### config.mk
export PLATFORM = sky130hd
export DESIGN_NAME = tcc_ctrl
export DESIGN_NICKNAME = d
export VERILOG_FILES = /design/src/rtl/core/tcc_pkg.sv /design/src/rtl/core/tcc_ctrl.sv
export SDC_FILE = /design/constraint.sdc
export NUM_CORES = 1
export LEC_CHECK = 0
export ABC_AREA = 0
export BUFFER_PORTS_ARGS = -buffer_cell sky130_fd_sc_hd__buf_4
export CAP_MARGIN = 20
export CORE_UTILIZATION = 40
export DETAILED_ROUTE_END_ITERATION = 10
export SLEW_MARGIN = 30
export SYNTH_ARGS = -nofsm -noshare
export SYNTH_HDL_FRONTEND = slang
export SYNTH_SLANG_ARGS = --single-unit
### constraint.sdc
create_clock -name clk -period 3.5 [get_ports clk]
set_input_delay 0 -clock clk [delete_from_list [all_inputs] [get_ports clk]]
set_output_delay 0 -clock clk [all_outputs]
set_load 0.1 [all_outputs]
### src/rtl/core/tcc_pkg.sv
// Package for the text console cursor engine: types, command codes and character constants.
// It has no dependencies. Every other file of the block refers to it by scoped names.
package tcc_pkg;

    // Command codes of a request.
    localparam logic [1:0] CMD_WRITE = 2'd0;
    localparam logic [1:0] CMD_READ  = 2'd1;
    localparam logic [1:0] CMD_CLEAR = 2'd2;

    // Character codes with a special meaning.
    localparam logic [7:0] CHAR_LF    = 8'h0A;
    localparam logic [7:0] CHAR_CR    = 8'h0D;
    localparam logic [7:0] CHAR_BS    = 8'h08;
    localparam logic [7:0] BLANK_CHAR = 8'h20;
    localparam logic [7:0] PRINT_LOW  = 8'h20;
    localparam logic [7:0] PRINT_HIGH = 8'h7E;

    // Attribute register reset value and its bus address.
    localparam logic [7:0] ATTR_RESET = 8'h07;
    localparam int         APB_ADDR_W = 3;
    localparam logic [APB_ADDR_W-1:0] ATTR_ADDR = 3'd0;

    // Fixed port widths.
    localparam int CELL_W       = 16;
    localparam int INDEX_W      = 11;
    localparam int CURSOR_ROW_W = 5;
    localparam int CURSOR_COL_W = 7;

    // Sequencer states.
    typedef enum logic [2:0] {
        S_INIT,
        S_IDLE,
        S_EXEC,
        S_RDWAIT,
        S_SCROLL,
        S_FILL
    } state_t;

    // Result of one request as seen on the output ports.
    typedef struct packed {
        logic                    done;
        logic [CELL_W-1:0]       cell_data;
        logic [CURSOR_ROW_W-1:0] cursor_row;
        logic [CURSOR_COL_W-1:0] cursor_column;
    } result_t;

endpackage

### src/rtl/core/tcc_ctrl.sv
// Sequencer of the console: cursor registers, request decode, scroll copy and fill sweeps.
// Depends on tcc_pkg; drives the write and read ports of tcc_cell_ram.
module tcc_ctrl #(
    parameter int SCREEN_WIDTH  = 80,
    parameter int SCREEN_HEIGHT = 25,
    parameter int CELL_COUNT    = 2000,
    parameter int ADDR_W        = 11
) (
    input  logic                             clk,
    input  logic                             rst_n,
    input  logic                             start,
    input  logic [1:0]                       command,
    input  logic [7:0]                       char_byte,
    input  logic [tcc_pkg::INDEX_W-1:0]      cell_index,
    input  logic [7:0]                       attribute,
    output logic                             busy,
    output tcc_pkg::result_t                 result,
    output logic                             mem_we,
    output logic [ADDR_W-1:0]                mem_waddr,
    output logic [tcc_pkg::CELL_W-1:0]       mem_wdata,
    output logic                             mem_re,
    output logic [ADDR_W-1:0]                mem_raddr,
    input  logic [tcc_pkg::CELL_W-1:0]       mem_rdata
);

    localparam int CNT_W = $clog2(CELL_COUNT + 1);
    localparam int ROW_W = $clog2(SCREEN_HEIGHT);
    localparam int COL_W = $clog2(SCREEN_WIDTH);

    localparam logic [ROW_W-1:0] LAST_ROW  = ROW_W'(SCREEN_HEIGHT - 1);
    localparam logic [COL_W-1:0] LAST_COL  = COL_W'(SCREEN_WIDTH - 1);
    localparam logic [CNT_W-1:0] LAST_CELL = CNT_W'(CELL_COUNT - 1);
    localparam logic [CNT_W-1:0] END_CELL  = CNT_W'(CELL_COUNT);
    localparam logic [CNT_W-1:0] ROW_START = CNT_W'(SCREEN_WIDTH);

    tcc_pkg::state_t state_reg, state_next;

    logic [ROW_W-1:0]              row_reg, row_next;
    logic [COL_W-1:0]              col_reg, col_next;
    logic [1:0]                    cmd_reg, cmd_next;
    logic [7:0]                    char_reg, char_next;
    logic [tcc_pkg::INDEX_W-1:0]   idx_reg, idx_next;
    logic [CNT_W-1:0]              rptr_reg, rptr_next;
    logic [CNT_W-1:0]              wptr_reg, wptr_next;
    logic                          pipe_reg, pipe_next;
    logic                          done_reg, done_next;
    logic [tcc_pkg::CELL_W-1:0]    data_reg, data_next;

    logic [ADDR_W-1:0]             cur_addr;
    logic [tcc_pkg::CELL_W-1:0]    blank_cell;
    logic                          idx_in_range;
    logic                          printable;
    logic                          scroll_rd;

    // Linear address of the cursor cell; the cell before it is one less, across rows too.
    assign cur_addr     = ADDR_W'(row_reg * SCREEN_WIDTH) + ADDR_W'(col_reg);
    assign blank_cell   = {attribute, tcc_pkg::BLANK_CHAR};
    assign idx_in_range = (32'(idx_reg) < CELL_COUNT);
    assign printable    = (char_reg >= tcc_pkg::PRINT_LOW) && (char_reg <= tcc_pkg::PRINT_HIGH);
    assign scroll_rd    = (rptr_reg != END_CELL);

    // State and control registers.
    always_ff @(posedge clk or negedge rst_n)
    begin
        if (!rst_n)
        begin
            state_reg <= tcc_pkg::S_INIT;
            row_reg   <= '0;
            col_reg   <= '0;
            rptr_reg  <= '0;
            wptr_reg  <= '0;
            pipe_reg  <= 1'b0;
            done_reg  <= 1'b0;
        end
        else
        begin
            state_reg <= state_next;
            row_reg   <= row_next;
            col_reg   <= col_next;
            rptr_reg  <= rptr_next;
            wptr_reg  <= wptr_next;
            pipe_reg  <= pipe_next;
            done_reg  <= done_next;
        end
    end

    // Request and result payload registers.
    always_ff @(posedge clk)
    begin
        cmd_reg  <= cmd_next;
        char_reg <= char_next;
        idx_reg  <= idx_next;
        data_reg <= data_next;
    end

    // Next state, cursor update and memory accesses.
    always_comb
    begin
        state_next = state_reg;
        row_next   = row_reg;
        col_next   = col_reg;
        cmd_next   = cmd_reg;
        char_next  = char_reg;
        idx_next   = idx_reg;
        rptr_next  = rptr_reg;
        wptr_next  = wptr_reg;
        pipe_next  = 1'b0;
        done_next  = 1'b0;
        data_next  = data_reg;
        mem_we     = 1'b0;
        mem_waddr  = cur_addr;
        mem_wdata  = blank_cell;
        mem_re     = 1'b0;
        mem_raddr  = ADDR_W'(idx_reg);

        unique case (state_reg)
            // Clearing pass after reset, always with the reset attribute.
            tcc_pkg::S_INIT:
            begin
                mem_we    = 1'b1;
                mem_waddr = wptr_reg[ADDR_W-1:0];
                mem_wdata = {tcc_pkg::ATTR_RESET, tcc_pkg::BLANK_CHAR};
                if (wptr_reg == LAST_CELL)
                begin
                    wptr_next  = '0;
                    state_next = tcc_pkg::S_IDLE;
                end
                else
                begin
                    wptr_next = wptr_reg + 1'b1;
                end
            end

            tcc_pkg::S_IDLE:
            begin
                if (start)
                begin
                    cmd_next   = command;
                    char_next  = char_byte;
                    idx_next   = cell_index;
                    state_next = tcc_pkg::S_EXEC;
                end
            end

            tcc_pkg::S_EXEC:
            begin
                data_next  = '0;
                done_next  = 1'b1;
                state_next = tcc_pkg::S_IDLE;
                case (cmd_reg)
                    tcc_pkg::CMD_WRITE:
                    begin
                        if (char_reg == tcc_pkg::CHAR_LF)
                        begin
                            col_next = '0;
                            if (row_reg == LAST_ROW)
                            begin
                                done_next  = 1'b0;
                                state_next = tcc_pkg::S_SCROLL;
                            end
                            else
                            begin
                                row_next = row_reg + 1'b1;
                            end
                        end
                        else if (char_reg == tcc_pkg::CHAR_CR)
                        begin
                            col_next = '0;
                        end
                        else if (char_reg == tcc_pkg::CHAR_BS)
                        begin
                            // Step back and blank; nothing at the origin.
                            if (col_reg != '0)
                            begin
                                mem_we    = 1'b1;
                                mem_waddr = cur_addr - 1'b1;
                                col_next  = col_reg - 1'b1;
                            end
                            else if (row_reg != '0)
                            begin
                                mem_we    = 1'b1;
                                mem_waddr = cur_addr - 1'b1;
                                row_next  = row_reg - 1'b1;
                                col_next  = LAST_COL;
                            end
                        end
                        else if (printable)
                        begin
                            mem_we    = 1'b1;
                            mem_wdata = {attribute, char_reg};
                            if (col_reg == LAST_COL)
                            begin
                                col_next = '0;
                                if (row_reg == LAST_ROW)
                                begin
                                    done_next  = 1'b0;
                                    state_next = tcc_pkg::S_SCROLL;
                                end
                                else
                                begin
                                    row_next = row_reg + 1'b1;
                                end
                            end
                            else
                            begin
                                col_next = col_reg + 1'b1;
                            end
                        end
                    end

                    tcc_pkg::CMD_READ:
                    begin
                        if (idx_in_range)
                        begin
                            mem_re     = 1'b1;
                            done_next  = 1'b0;
                            state_next = tcc_pkg::S_RDWAIT;
                        end
                    end

                    tcc_pkg::CMD_CLEAR:
                    begin
                        row_next   = '0;
                        col_next   = '0;
                        wptr_next  = '0;
                        done_next  = 1'b0;
                        state_next = tcc_pkg::S_FILL;
                    end

                    default:
                    begin
                        data_next = '0;
                    end
                endcase

                // Scroll copy starts reading at the second row.
                if (state_next == tcc_pkg::S_SCROLL)
                begin
                    rptr_next = ROW_START;
                    wptr_next = '0;
                end
            end

            tcc_pkg::S_RDWAIT:
            begin
                data_next  = mem_rdata;
                done_next  = 1'b1;
                state_next = tcc_pkg::S_IDLE;
            end

            // Copy each cell one row up: read ahead, write the previous read back.
            tcc_pkg::S_SCROLL:
            begin
                mem_raddr = rptr_reg[ADDR_W-1:0];
                if (scroll_rd)
                begin
                    mem_re    = 1'b1;
                    rptr_next = rptr_reg + 1'b1;
                    pipe_next = 1'b1;
                end
                else
                begin
                    state_next = tcc_pkg::S_FILL;
                end
                if (pipe_reg)
                begin
                    mem_we    = 1'b1;
                    mem_waddr = wptr_reg[ADDR_W-1:0];
                    mem_wdata = mem_rdata;
                    wptr_next = wptr_reg + 1'b1;
                end
            end

            // Blank from the write pointer to the last cell, then report.
            tcc_pkg::S_FILL:
            begin
                mem_we    = 1'b1;
                mem_waddr = wptr_reg[ADDR_W-1:0];
                if (wptr_reg == LAST_CELL)
                begin
                    wptr_next  = '0;
                    done_next  = 1'b1;
                    state_next = tcc_pkg::S_IDLE;
                end
                else
                begin
                    wptr_next = wptr_reg + 1'b1;
                end
            end

            default:
            begin
                state_next = tcc_pkg::S_IDLE;
            end
        endcase
    end

    assign busy                 = (state_reg != tcc_pkg::S_IDLE);
    assign result.done          = done_reg;
    assign result.cell_data     = data_reg;
    assign result.cursor_row    = tcc_pkg::CURSOR_ROW_W'(row_reg);
    assign result.cursor_column = tcc_pkg::CURSOR_COL_W'(col_reg);

endmodule

==> results.json <==
{
  "ys_seq_area_frac": 0.403,
  "row_count": 41,
  "synthSimpleGateAreaFrac": 0.242,
  "net-switching-power_mw": 3.15,
  "p_clk_frac": 0.172,
  "cp-start-kind": "register",
  "vias_per_cell": 5.66,
  "wl_per_cell_um": 17.8,
  "hold_end": "data_reg[0]$_SDFFCE_PN0P_",
  "drc": 0,
  "period_needed_ns": 3.22,
  "ir_drop_mv": 0.356,
  "clk-insertion-delay-late_ns": 0.33,
  "vias": 5015,
  "fin_crit_sh": 0.920,
  "worst_hold_slack_ns": 0.00889,
  "syn_to_final_growth_pct": 33.7,
  "slew_violations": 0,
  "final_util": 0.548,
  "cp_slowest_cell": "dfrtp_1",
  "maxCapViolations": 0,
  "finalPower_mw": 5.70,
  "synth_edf_count": 37,
  "synthMuxAreaShare": 0.0239,
  "cts-buffers-inserted": 9,
  "relSlewSlack": 0.407,
  "die_height_um": 116,
  "synth_top_family_by_area": "simple AND/OR/NAND/NOR gates",
  "synth_fp_nets": 640,
  "synth_area_leader_cell": "edfxtp_1",
  "cellLeakagePower_nw": 3.08,
  "synth_seq_cells": 76,
  "hpwlAfterDp_mm": 11.2,
  "synthCells": 568,
  "layout.area.seq_sq_um": 2090,
  "crit_path_end_kind": "output port",
  "fin_skew_ns": 0.00647,
  "hold_viol": 0,
  "cts_tree": "done",
  "drtPass1Iterations": 5,
  "clk_pin_slew_worst_paths_ns": 0.06,
  "wirelength_mm": 15.8,
  "grt_max_degree": 40,
  "critPathTopFamily": "adder cells",
  "synth_warnings": 0,
  "share_comb_of_total_power": 0.581,
  "grt_pass1_wl_mm": 25.2,
  "ioPinCount": 118,
  "regToRegSetupSlack_ns": 0.71,
  "critPathArrivalTime_ns": 3.22,
  "path_buf_inv": 1,
  "routabilityCongestion": 0.890,
  "worstSetupPathType": "reg -> out",
  "grt_overflow": 0,
  "cts_root_buf": "clkbuf_16",
  "synth_compound_area_frac": 0.190,
  "drt_iter0_markers": 387,
  "largest_reg_flops": 16,
  "grt_pass1_vias": 4874,
  "syn_area_sq_um": 5170,
  "cts_max_path_buffers": 2,
  "internal_power_mw": 2.55,
  "dieArea_sq_um": 13400,
  "multi_input_area_sq_um": 2900,
  "power.share.switching": 0.553,
  "reg2regPathDepth": 6,
  "tightest_slew_ns": 0.878,
  "yosysTopAreaCellShare": 0.215,
  "fin_nets": 782,
  "cpPeakStageDelay_ns": 0.52,
  "synthTopCellsByCount": "44 x nand2_1, 44 x o21ai_0, 39 x dfrtp_1, 38 x nor2_1, 37 x edfxtp_1",
  "rsz0062_at_grt": "no",
  "hp-start": "mem_rdata[0]",
  "drive_gt1_frac": 0.237,
  "ant_nets": 0,
  "antenna_found_initial": 0,
  "antenna_cells": 0,
  "rr_endpoint": "col_reg[0]$_DFFE_PN0P_",
  "holdPathStages": 2,
  "syn_area_per_cell_sq_um": 9.11,
  "cts_resized": 0,
  "cts_max_level": 3,
  "coreArea_sq_um": 12600,
  "setup-violations-final": 0,
  "worst_path_most_repeated_cell": "ha_1",
  "synth-main-ff-cell": "dfrtp_1",
  "worstPathRequired_ns": 3.50,
  "power_density_nw_per_um2": 825,
  "reg2reg_from": "char_reg[0]$_DFFE_PP_",
  "start_util": 0.410,
  "post-cts-setup-buffers": 0,
  "ctsHoldBuffers": 35,
  "cts.sinks": 76,
  "nFillCells": 1164,
  "die_w_um": 116,
  "synthXorXnorAreaFrac": 0.0355,
  "crit_chain": "ha_1 > ha_1 > fa_1 > nor2b_1 > a32oi_1 > nor4b_1 > xnor2_1 > o21ai_2 > buf_4",
  "yosys-top-cells-area": "edfxtp_1 21%, dfrtp_1 19%, ha_1 5.3%",
  "synth.distinct_cells": 64,
  "grt_usage": 0.244,
  "crit_fanout": 9,
  "status": "completed",
  "port_buffers": 117,
  "power_frac_seq": 0.247,
  "min_path_type": "in -> reg",
  "synth_fa_ha_area_frac": 0.0609,
  "async_reset_ff_frac": 0.513,
  "max_freq_ghz": 0.310
}
## stage by stage
step,setup slack [ns],TNS (ns),instance area (sq um),instances
6_report,0.279,0,6920,886
5_1_grt,0.0580,0,6920,886
4_1_cts,0.287,0,6920,886
3_5_place_dp,0.661,0,6260,836
3_3_place_gp,0.761,0,6260,836
2_1_floorplan,-0.241,-0.846,5220,568
## cell usage in the layout, fill, tap and decap left out, types with 8 or more instances in the layout
master / synthesis / routed
inv_1: 23 / 23
xnor2_1: 12 / 12
nor2_1: 38 / 38
nand3_1: 29 / 29
dfrtp_1: 39 / 35
o21ai_1: 6 / 8
clkbuf_16: 0 / 9
buf_4: 1 / 129
and3_1: 32 / 32
xor2_1: 9 / 9
o21ai_0: 44 / 40
nor2b_1: 8 / 8
a21oi_1: 24 / 24
nand4_1: 11 / 11
nand2_1: 44 / 44
nand2b_1: 8 / 8
dlygate4sd3_1: 0 / 35
edfxtp_1: 37 / 37
ha_1: 22 / 22
mux2_2: 11 / 11
nor3_1: 18 / 18
## area by class of cell
type                    count  area share
clock buffers              10      0.0331
clock inverters             5      0.0110
inverters                  23      0.0125
multi-input cells         436       0.419
flip-flops and latches     76       0.302
well taps                 172      0.0311
repair buffers            164       0.191
## metal layers
metal | track usage | vias up | wire length, um
li1 | - | 2409 | -
met1 | 0.326 | 2398 | 7160
met2 | 0.404 | 179 | 7420
met3 | 0.0335 | 29 | 854
met4 | 0.0897 | 0 | 339
met5 | 0 | - | 0
## worst max path at each step
stage | slack [ns] | from | end | cells after the start
3_3_place_gp | 0.76 | row_reg[1]$_DFFE_PN0P_ | mem_waddr[10] | 10
5_1_grt | 0.06 | row_reg[3]$_DFFE_PN0P_ | mem_waddr[9] | 9
2_1_floorplan | -0.24 | row_reg[2]$_DFFE_PN0P_ | mem_waddr[7] | 7
4_1_cts | 0.29 | row_reg[1]$_DFFE_PN0P_ | mem_waddr[9] | 9
3_5_place_dp | 0.66 | row_reg[3]$_DFFE_PN0P_ | mem_waddr[9] | 9
6_report | 0.28 | row_reg[3]$_DFFE_PN0P_ | mem_waddr[9] | 9
## logic make-up (layout without fill, tap and decap cells)
kind of cell	after synthesis	in the layout
multiplexers	11	11
AO/OA/AOI/OAI	149	149
buffers and inverters	56	202
flip-flops	76	76
adder cells (fa/ha/maj)	24	24
XOR/XNOR	21	21
AND/OR/NAND/NOR	231	231
## power by group through the flow
| stage | Combinational (mW) | Clock [mW] | Sequential, mW |
|---|---|---|---|
| after detailed placement | 3.27 | 0 | 1.42 |
| after global routing | 3.48 | 1.03 | 1.44 |
| final | 3.31 | 0.983 | 1.41 |
| after global placement | 3.25 | 0 | 1.41 |
| after CTS | 3.31 | 1.00 | 1.40 |
| after floorplan | 2.14 | 0 | 1.77 |
## worst register-to-register path: cells and delay by family (launching register included)
kind | cells | cell delay [ns]
AO/OA/AOI/OAI | 3 | 0.94
flip-flops | 1 | 0.47
AND/OR/NAND/NOR | 3 | 1.28
Note: power is estimated with default switching activity, not from simulation.
