<file path="src/rtl/core/tcc_pkg.sv">
// Package for the text console cursor engine: types, command codes and character constants.
// It has no dependencies. Every other file of the block refers to it by scoped names.
package tcc_pkg;

    // Command codes of a request.
    localparam logic [1:0] CMD_WRITE = 2'd0;
    localparam logic [1:0] CMD_READ  = 2'd1;
    localparam logic [1:0] CMD_CLEAR = 2'd2;

    // Character codes with a special meaning.
    localparam logic [7:0] CHAR_LF    = 8'h0A;
    localparam logic [7:0] CHAR_CR    = 8'h0D;
    localparam logic [7:0] CHAR_BS    = 8'h08;
    localparam logic [7:0] BLANK_CHAR = 8'h20;
    localparam logic [7:0] PRINT_LOW  = 8'h20;
    localparam logic [7:0] PRINT_HIGH = 8'h7E;

    // Attribute register reset value and its bus address.
    localparam logic [7:0] ATTR_RESET = 8'h07;
    localparam int         APB_ADDR_W = 3;
    localparam logic [APB_ADDR_W-1:0] ATTR_ADDR = 3'd0;

    // Fixed port widths.
    localparam int CELL_W       = 16;
    localparam int INDEX_W      = 11;
    localparam int CURSOR_ROW_W = 5;
    localparam int CURSOR_COL_W = 7;

    // Sequencer states.
    typedef enum logic [2:0] {
        S_INIT,
        S_IDLE,
        S_EXEC,
        S_RDWAIT,
        S_SCROLL,
        S_FILL
    } state_t;

    // Result of one request as seen on the output ports.
    typedef struct packed {
        logic                    done;
        logic [CELL_W-1:0]       cell_data;
        logic [CURSOR_ROW_W-1:0] cursor_row;
        logic [CURSOR_COL_W-1:0] cursor_column;
    } result_t;

endpackage

</file>
<file path="src/rtl/core/tcc_regs.sv">
// APB configuration port holding the attribute register.
// Depends on tcc_pkg for the register address and reset value.
module tcc_regs (
    input  logic                              clk,
    input  logic                              rst_n,
    input  logic                              psel,
    input  logic                              penable,
    input  logic                              pwrite,
    input  logic [tcc_pkg::APB_ADDR_W-1:0]    paddr,
    input  logic [31:0]                       pwdata,
    output logic [31:0]                       prdata,
    output logic                              pready,
    output logic [7:0]                        attribute
);

    logic [7:0] attribute_reg;
    logic       hit;

    assign hit = (paddr == tcc_pkg::ATTR_ADDR);

    // The attribute byte is written in the access phase; other addresses are ignored.
    always_ff @(posedge clk or negedge rst_n)
    begin
        if (!rst_n)
        begin
            attribute_reg <= tcc_pkg::ATTR_RESET;
        end
        else if (psel && penable && pwrite && hit)
        begin
            attribute_reg <= pwdata[7:0];
        end
    end

    // Read data for the attribute register, zero elsewhere.
    assign prdata    = hit ? {24'd0, attribute_reg} : 32'd0;
    assign pready    = 1'b1;
    assign attribute = attribute_reg;

endmodule

</file>
<file path="config.mk">
export PLATFORM = sky130hd
export DESIGN_NAME = tcc_regs
export DESIGN_NICKNAME = d
export VERILOG_FILES = /design/src/rtl/core/tcc_pkg.sv /design/src/rtl/core/tcc_regs.sv
export SDC_FILE = /design/constraint.sdc
export NUM_CORES = 1
export LEC_CHECK = 0
export ABC_AREA = 1
export BUFFER_PORTS_ARGS = -buffer_cell sky130_fd_sc_hd__buf_2
export CAP_MARGIN = 20
export CORE_MARGIN = 10
export CORE_UTILIZATION = 32
export CTS_CLUSTER_DIAMETER = 80
export DETAILED_ROUTE_END_ITERATION = 10
export MAX_ROUTING_LAYER = met4
export PLACE_DENSITY = 0.78
export SLEW_MARGIN = 15
export SYNTH_ARGS = -nofsm -noshare
export SYNTH_HDL_FRONTEND = slang
export SYNTH_SLANG_ARGS = --single-unit
</file>
<file path="constraint.sdc">
create_clock -name clk -period 1.1 [get_ports clk]
set_input_delay 0 -clock clk [delete_from_list [all_inputs] [get_ports clk]]
set_output_delay 0 -clock clk [all_outputs]
set_load 0.03 [all_outputs]
</file>
==> run_results.csv, run 1 <==
group,metric,value,unit
layout,largest_reg_flops,8,
cts,cts_buffer_depth,2,
cts,path_clk_slew,50,ps
setup_path,cp-end-kind,"output port",
synth,synth_seq_cells,8,
placement,gp_congestion,0.716,
floorplanning,rows,16,
cts,cts-root-buf,"clkbuf_4",
sta,skew,0,ps
floorplanning,start_util,33.4,%
setup_path,cp_cell_sequence,"inv_2 > nor2_1 > buf_4",
floorplanning,dieWidth,65.0,µm
grt,grt_start_max_net_pins,17,
setup_path,reg2reg_from,"attribute[1]",
grt,first_global_vias,655,
pwr,peakVddDrop,0.000574,V
sta,fin_crit,1070,ps
pwr,powerDensity,1490,nW/µm²
setup_path,slowest_delay,530,ps
setup_path,crit_end,"prdata[1]",
synth,synth_top_cell_by_area,"buf_4",
layout,num-fill-cells,212,
placement,dp_hpwl,1.47,mm
sta,finalHoldViolCount,0,
layout,final_layout_size_suffix_gt1_share,39.7,%
synth,syn_area,649,µm²
sta,max_freq,931,MHz
drt,wire_per_inst,11.4,µm
sta,final.setup.worst_slack,25.7,ps
sta,finalCritPeriodShare,97.7,%
drt,drt-vias-per-instance,3.69,
min_path,min_path_type,"primary input to flop",
grt,antenna_found_initial,0,
floorplanning,die_area,4230,µm²
setup_path,crit_type,"flop to output port",
grt,grt_overflow,0,
grt,gr-usage-met3,4.30,%
layout,nNetsFinal,167,
sta,rsz0062_at_grt,"true",
grt,grt_first_pass_wirelength,2.83,mm
drt,via_count,565,
sta,setup_viol,0,
grt,met1_usage,7.86,%
drt,drt_iter0_markers,10,
cts,cts_made_buffers,3,
drt,wirelength,1.74,mm
cts,cts_htree_levels,1,
grt,grt_use_total,8.47,%
run,maxCapViolCount,0,
grt,grt_busiest_layer,"met2",
cts,cts_sinks,8,
cts,clk_latency,240,ps
drt,antenna_left,0,
pwr,power.leakage,0.497,nW
synth,syn_inst,84,
setup_path,critPathLaunch,"attribute[1]",
synth,synth_cell_types,15,
setup_path,critPathSlowestCell,"dfstp_2",
cts,cts_tree,"built",
setup_path,cp.buffers_inverters,2,
setup_path,r2r-end,"attribute[1]",
synth,synth_area_leaders,"buf_4 29%, dfrtp_1 19%, dfstp_2 12%",
layout,areaGrowthSynthToFinish,33.3,%
floorplanning,ios,81,
sta,slew_viol_final,0,
floorplanning,die_y,65.0,µm
setup_path,required,1100,ps
placement,io_buffer_count,31,
setup_path,reg2reg_slack,130,ps
setup_path,arrival,1070,ps
synth,synth.avg_cell_area,7.73,µm²
synth,synth_top_area_share,28.9,%
drt,drc,0,
run_status,status,"finished, final reports clean",
placement,pre_cts_ws,247,ps
synth,yosys_warnings,0,
setup_path,cp_num_cells,3,
setup_path,startpoint_type,"flop",
setup_path,path_max_fanout,2,
setup_path,crit_family,"flip-flops",
drt,drt_first_pass_iters,4,
grt,grtUsageMet2,14.3,%
sta,setup-tns-final,0,ps
synth,yosysSeqAreaShare,31.4,%
layout,num_antenna_cells,0,
floorplanning,coreArea,1940,µm²
setup_path,ff2ff_path_depth,4,
==> layer usage <==
metal  routed length (µm)  vias up
li1                     -      291
met1                  665      241
met2                  882       33
met3                  194        0
met4                    0        0
met5                    0        -
==> cells by family after synthesis <==
family          after synthesis  synth area share, %
other cells                   2                 1.16
simple gates                 29                 20.0
flops                         8                 31.4
buf+inv                      37                 37.0
compound gates                8                 10.4
==> worst reg2reg max path, cell delays in order (launching register included) <==
cell and delay, ps:
dfstp_2 530, inv_2 40, buf_4 120, o21bai_2 170, nand2_1 60
==> area by class of cell <==
| cell class | instances | area [µm²] | share of cell area (%) |
|---|---|---|---|
| timing repair buffer | 41 | 264 | 30.5 |
| multi-input combinational | 62 | 297 | 34.2 |
| sequential | 8 | 204 | 23.6 |
| tap | 27 | 33.8 | 3.90 |
| inverter | 11 | 41.3 | 4.77 |
| clock buffer | 4 | 26.3 | 3.03 |
==> cell usage in the layout, fill, tap and decap left out, drive strengths merged <==
cell / synthesis / routed
buf: 26 / 32
clkbuf: 0 / 4
conb: 2 / 25
dfrtp: 5 / 5
dfstp: 3 / 3
dlygate4sd3: 0 / 9
inv: 11 / 11
nand2: 10 / 10
nand3: 9 / 9
nor2: 10 / 10
o21bai: 8 / 8
==> what timing repair did <==
item / 4_1_cts / 5_1_grt
hold endpoints to repair: 16 / 0
resized for setup: 4 / 5
pin swaps: 2 / 1
hold buffers: 9 / 0
endpoints found under the setup margin: 3 / 3
buffers inserted: 0 / 1
==> worst min path at each step <==
| stage | from | to | slack [ps] | cells past startpoint |
|---|---|---|---|---|
| after floorplan | rst_n | attribute[3] | -300 | 0 |
| after global placement | rst_n | attribute[3] | -160 | 1 |
| after detailed placement | rst_n | attribute[3] | -150 | 1 |
| after CTS | paddr[2] | attribute[0] | 30 | 4 |
| after global routing | paddr[2] | attribute[0] | 50 | 4 |
| final | paddr[2] | attribute[0] | 40 | 4 |
==> where the power goes <==
part           internal, mW  total [mW]  switching (mW)
Sequential            0.383       0.418          0.0351
Combinational         0.188       0.632           0.444
Clock                 0.139       0.239           0.100
Total                 0.710        1.29           0.579
==> cell usage after synthesis <==
cell type / n
buf_4: 25
buf_6: 1
conb_1: 2
dfrtp_1: 5
dfstp_2: 3
inv_1: 9
inv_2: 2
nand2_1: 9
nand2_2: 1
nand3_1: 8
nand3_2: 1
nor2_1: 9
nor2_2: 1
o21bai_1: 6
o21bai_2: 2
==> metrics by stage <==
stage | utilization (%) | std cells | hold slack (ps) | instance area, µm² | power, mW
after CTS | 43.8 | 152 | 33.3 | 850 | 1.29
after global routing | 44.6 | 153 | 53.2 | 866 | 1.38
after floorplan | - | 107 | -296 | 736 | 0.922
final | 44.6 | 153 | 43.0 | 866 | 1.29
after detailed placement | 37.4 | 139 | -149 | 726 | 1.00
after global placement | 37.4 | 139 | -157 | 726 | 0.989
Note: power is estimated with default switching activity, not from simulation.
==> inputs of run 2 (changes only) <==
ABC_AREA = not set   (was 1)
CORE_UTILIZATION = 31   (was 32)
PLACE_DENSITY = 0.77   (was 0.78)
==> run 2 against run 1 <==
  * Sequential share of layout area up 0.56 points
  * Cell count down 19%
  * Maximum frequency up 0.85%
  * Clock skew unchanged
  * Critical path depth down 1
  * First-iteration DRC count down 20%
  * Highest routed layer unchanged
  * Clock power up 5%
  * Design area down 2.3%
  * Hold slack better by 79 ps
==> run_results.csv, run 2 <==
group,metric,value,unit
sta,finalCritPeriodShare,96.8,%
synth,yosysSeqAreaShare,32.5,%
pwr,switching_power,0.482,mW
sta,setup-tns-final,0,ps
synth,synth_seq_cells,8,
cts,cts_buffer_depth,2,
synth,synth_area_leaders,"buf_4 30%, dfrtp_1 20%, mux2_4 19%",
pwr,combPwrFrac,43.8,%
cts,cts_htree_levels,1,
drt,highest_layer,"met3",
setup_path,crit_family,"flip-flops",
layout,num_antenna_cells,0,
synth,yosys_warnings,0,
sta,fin_crit,1070,ps
cts,cts_tree,"built",
pwr,power.leakage,0.473,nW
layout,final_layout_size_suffix_gt1_share,58.8,%
pwr,p_int,0.691,mW
synth,synth_top_area_share,29.9,%
floorplanning,die_y,65.0,µm
synth,synth_top_cell_by_area,"buf_4",
pwr,peakVddDrop,0.000683,V
layout,register_area,204,µm²
synth,synth_ff_type,"dfrtp_1",
pwr,clockPowerShare,21.3,%
setup_path,cp_cell_sequence,"and2_4 > buf_6",
floorplanning,rows,16,
min_path,min_path_type,"primary input to async pin",
sta,finalHoldViolCount,0,
layout,final_cell_mix,"28 x buf_2, 25 x conb_1, 9 x dlygate4sd3_1",
sta,max_freq,939,MHz
run,maxCapViolCount,0,
drt,drt-vias-per-instance,3.60,
layout,fin_area,846,µm²
drt,via_count,447,
cts,cts_made_buffers,3,
placement,pre_cts_ws,-2.32,ps
cts,path_clk_slew,60,ps
grt,grt_use_total,8.08,%
sta,slew_viol_final,0,
grt,first_global_vias,534,
synth,synth.most_common_cell,"buf_4",
layout,num-fill-cells,204,
placement,io_buffer_count,31,
setup_path,path_max_fanout,3,
layout,layout.cells.non_filler,124,
floorplanning,ios,81,
grt,antenna_found_initial,0,
drt,m1WireLength,643,µm
cts,cts-root-buf,"clkbuf_4",
setup_path,crit_type,"flop to output port",
sta,skew,0,ps
sta,hold_ws,122,ps
drt,wl_met3,241,µm
synth,synth.avg_cell_area,11.6,µm²
floorplanning,start_util,32.3,%
synth,synth_edf_count,0,
floorplanning,dieWidth,65.0,µm
setup_path,cp.buffers_inverters,1,
layout,multi_input_area,303,µm²
pwr,powerDensity,1390,nW/µm²
placement,dpl-instance-area,702,µm²
placement,dp_cells,110,
drt,drt_iter0_markers,8,
synth,syn_area,627,µm²
layout,largest_reg_flops,8,
run_status,status,"finished, final reports clean",
setup_path,startpoint_type,"flop",
grt,grt_first_pass_wirelength,2.63,mm
layout,areaGrowthSynthToFinish,34.9,%
grt,grt_overflow,0,
floorplanning,die_area,4220,µm²
drt,wire_per_inst,13.5,µm
grt,grt_start_max_net_pins,9,
setup_path,cp-end-kind,"output port",
drt,drc,0,
setup_path,slowest_delay,550,ps
floorplanning,coreArea,1940,µm²
pwr,sw_frac_of_total,41.1,%
synth,synth_cell_types,9,
synth,syn_inst,54,
synth,synthArstFlopShare,100,%
pwr,p_total,1.17,mW
cts,cts_sinks,8,
synth,ys_top_cells_by_count,"25 x buf_4, 8 x and2_2, 8 x mux2_4, 5 x dfrtp_1, 3 x dfstp_2",
setup_path,arrival,1070,ps
cts,clk_latency,250,ps
pwr,p_seq_share,34.9,%
drt,wl_met2,789,µm
sta,setup_viol,0,
placement,dp_hpwl,1.36,mm
setup_path,critPathSlowestCell,"dfstp_2",
sta,final.setup.worst_slack,34.8,ps
placement,gp_congestion,0.757,
drt,wirelength,1.67,mm
drt,drt_first_pass_iters,3,
setup_path,required,1100,ps
layout,mostFrequentLayoutCell,"buf_2",
drt,antenna_left,0,
layout,fin_util,43.6,%
layout,nNetsFinal,138,
[run 2: final timing paths]
| path | from | end | slack [ps] | cells after the start |
|---|---|---|---|---|
| max | attribute[1] | prdata[1] | 30 | 2 |
| min | rst_n | attribute[6] | 120 | 2 |
| max reg2reg | attribute[2] | attribute[2] | 280 | 2 |
| min reg2reg | attribute[3] | attribute[3] | 530 | 1 |
| max in group asynchronous | rst_n | attribute[2] | 740 | 2 |
| min in group clk | penable | attribute[4] | 270 | 3 |
[run 2: layout make-up]
type / instances / area share [%]
repair buffers: 42 / 33.0
multi-input cells: 43 / 35.8
flip-flops and latches: 8 / 24.1
clock buffers: 4 / 3.11
well taps: 27 / 3.99
[run 2: metal layers]
metal / global-route usage (%) / up-vias
met1: 7.98 / 203
met4: 3.21 / 0
met5: - / -
li1: - / 207
met2: 12.8 / 37
met3: 4.81 / 0
[run 2: power by group through the flow]
stage	combinational [mW]	clock (mW)	sequential, mW
2_1_floorplan	0.301	0	0.527
3_3_place_gp	0.464	0	0.412
3_5_place_dp	0.469	0	0.415
4_1_cts	0.496	0.271	0.411
5_1_grt	0.544	0.278	0.419
6_report	0.514	0.250	0.410
[run 2: cells by family (layout without fill, tap and decap cells)]
kind of cell           count (synthesis)  after routing  share of synthesized area, %
DFF                                    8              8                          32.5
muxes                                  8              8                          19.2
buffers and inverters                 26             46                          33.1
other                                  2             25                          1.20
and+or+nand+nor                       10             10                          14.0
[run 2: timing repair]
action	CTS	global route
gates resized for setup	3	4
setup buffers	0	1
hold buffers	9	0
setup endpoints to repair	3	3
hold endpoints to repair	16	0
==> inputs of run 3 (changes only) <==
--- a/config.mk
+++ b/config.mk
@@ -9,5 +9,4 @@
 export CAP_MARGIN = 20
-export CORE_MARGIN = 10
 export CORE_UTILIZATION = 31
-export CTS_CLUSTER_DIAMETER = 80
+export CTS_CLUSTER_DIAMETER = 100
 export DETAILED_ROUTE_END_ITERATION = 10
==> constraint.sdc (replaced) <==
create_clock -name clk -period 1.1 [get_ports clk]
set_input_delay 0.275 -clock clk [delete_from_list [all_inputs] [get_ports clk]]
set_output_delay 0.275 -clock clk [all_outputs]
set_load 0.03 [all_outputs]
==> run 3 against run 2 <==
  * The run now ends with setup timing left
  * Combinational power grew 23%
  * Sequential share of layout area shrank 1.9 points
  * Total power grew 9.9%
  * Global-route usage grew 4.6 points
  * Design area increased by 8.6%
  * Utilization up 7.4 points
  * Routed wire length down 24%
  * Clock-buffer cell count unchanged
  * Cell count shrank 2.4%
  * Die area shrank 48%
  * Clock skew unchanged
  * Critical endpoint unchanged
  * Highest routed layer is now met4
==> run_results.csv, run 3 (same netlist as run 2, synthesis figures left out) <==
group,metric,value,unit
run_status,status,"finished with violations",
run_status,violations,"setup timing",
layout,largest_reg_flops,8,
cts,path_clk_slew,60,ps
setup_path,r2r-end,"attribute[7]",
setup_path,cp-end-kind,"output port",
layout,areaGrowthSynthToFinish,46.5,%
min_path,hold_path_end,"attribute[7]",
drt,via_count,445,
floorplanning,coreArea,1800,µm²
sta,finalCritPeriodShare,120,%
sta,fin_crit,1330,ps
pwr,p_total,1.29,mW
drt,antenna_left,0,
cts,cts_tree,"built",
cts,clk_latency,250,ps
placement,io_buffer_count,31,
sta,setup_viol,19,
floorplanning,start_util,34.8,%
grt,grt_overflow,0,
sta,final.setup.worst_slack,-225,ps
min_path,min_from,"pwdata[7]",
sta,skew,0,ps
floorplanning,die_y,47.0,µm
sta,slew_viol_final,0,
cts,cts_buffer_depth,2,
setup_path,ff2ff_path_depth,2,
floorplanning,die_area,2210,µm²
placement,pre_cts_ws,-315,ps
grt,first_global_vias,432,
cts,cts_htree_levels,1,
placement,gp_congestion,0.574,
layout,num_antenna_cells,0,
cts,cts-root-buf,"clkbuf_4",
drt,drt-vias-per-instance,3.68,
floorplanning,rows,15,
cts,cts_sinks,8,
setup_path,required,820,ps
min_path,min_path_type,"primary input to flop",
setup_path,crit_type,"flop to output port",
pwr,peakVddDrop,0.000787,V
cts,cts_made_buffers,3,
min_path,worstHoldPathCells,2,
run,maxCapViolCount,0,
drt,wire_per_inst,10.5,µm
floorplanning,ios,81,
sta,rsz0062_at_grt,"true",
drt,wirelength,1.27,mm
layout,final_cell_mix,"25 x conb_1, 18 x buf_6, 13 x buf_2",
pwr,powerDensity,1400,nW/µm²
grt,antenna_found_initial,0,
layout,nNetsFinal,137,
setup_path,path_max_fanout,3,
pwr,power.leakage,0.499,nW
sta,max_freq,754,MHz
setup_path,reg2reg_slack,200,ps
drt,drt_iter0_markers,1,
sta,finalHoldViolCount,0,
drt,drc,0,
drt,drt_first_pass_iters,2,
grt,grt_start_max_net_pins,9,
layout,final_layout_size_suffix_gt1_share,66.7,%
floorplanning,dieWidth,47.0,µm
setup_path,arrival,1050,ps
placement,dp_hpwl,961,µm
layout,mostFrequentLayoutCell,"conb_1",
setup_path,startpoint_type,"flop",
setup_path,reg2reg_from,"attribute[7]",
layout,num-fill-cells,180,
grt,grt_use_total,12.7,%
grt,grt_first_pass_wirelength,1.80,mm
-- run 3: layout make-up --
class	instances	area (µm²)	share of cell area, %
multi-input combinational	43	312	33.9
sequential	8	204	22.2
clock buffer	4	26.3	2.86
timing repair buffer	41	345	37.6
tap	25	31.3	3.41
-- run 3: how the worst max path moves through the flow --
stage / from / to / slack [ps]
after floorplan: paddr[2] / attribute[3] / -200
after global placement: paddr[2] / attribute[7] / -310
after detailed placement: paddr[2] / attribute[5] / -310
after CTS: attribute[2] / prdata[2] / -230
after global routing: attribute[1] / prdata[1] / -260
final: attribute[1] / prdata[1] / -230
-- run 3: per-layer routing --
metal	vias up	wire (µm)	global-route usage, %
met3	2	107	6.15
met5	-	0	-
met4	0	4	3.43
met1	208	393	9.67
li1	203	-	-
met2	32	764	25.6
-- run 3: report_power, final --
part	switching, mW	internal [mW]	leakage [nW]
logic	0.339	0.291	0.389
registers	0.0530	0.369	0.0953
clock network	0.0992	0.139	0.0150
-- run 3: timing repair --
item | CTS | global route
gates resized for setup | 40 | 2
pin swaps | 4 | 1
endpoints found under the setup margin | 23 | 24
endpoints found under the hold margin | 5 | 0
setup buffers | 6 | 1
hold buffers | 1 | 0
-- run 3: critical path, cell delays in order (launching register included) --
cell     delay [ps]
dfstp_2         540
and2_4          140
buf_6           120
-- run 3: metrics by stage --
step | utilization [%] | cell area [µm²] | hold slack (ps) | instances | setup TNS (ps)
3_3_place_gp | 39.2 | 707 | 120 | 109 | -4370
6_report | 51.0 | 918 | 251 | 121 | -2910
4_1_cts | 50.1 | 903 | 241 | 120 | -2830
2_1_floorplan | - | 713 | -20.6 | 77 | -1610
5_1_grt | 51.0 | 918 | 238 | 121 | -3640
3_5_place_dp | 39.2 | 707 | 126 | 109 | -4370
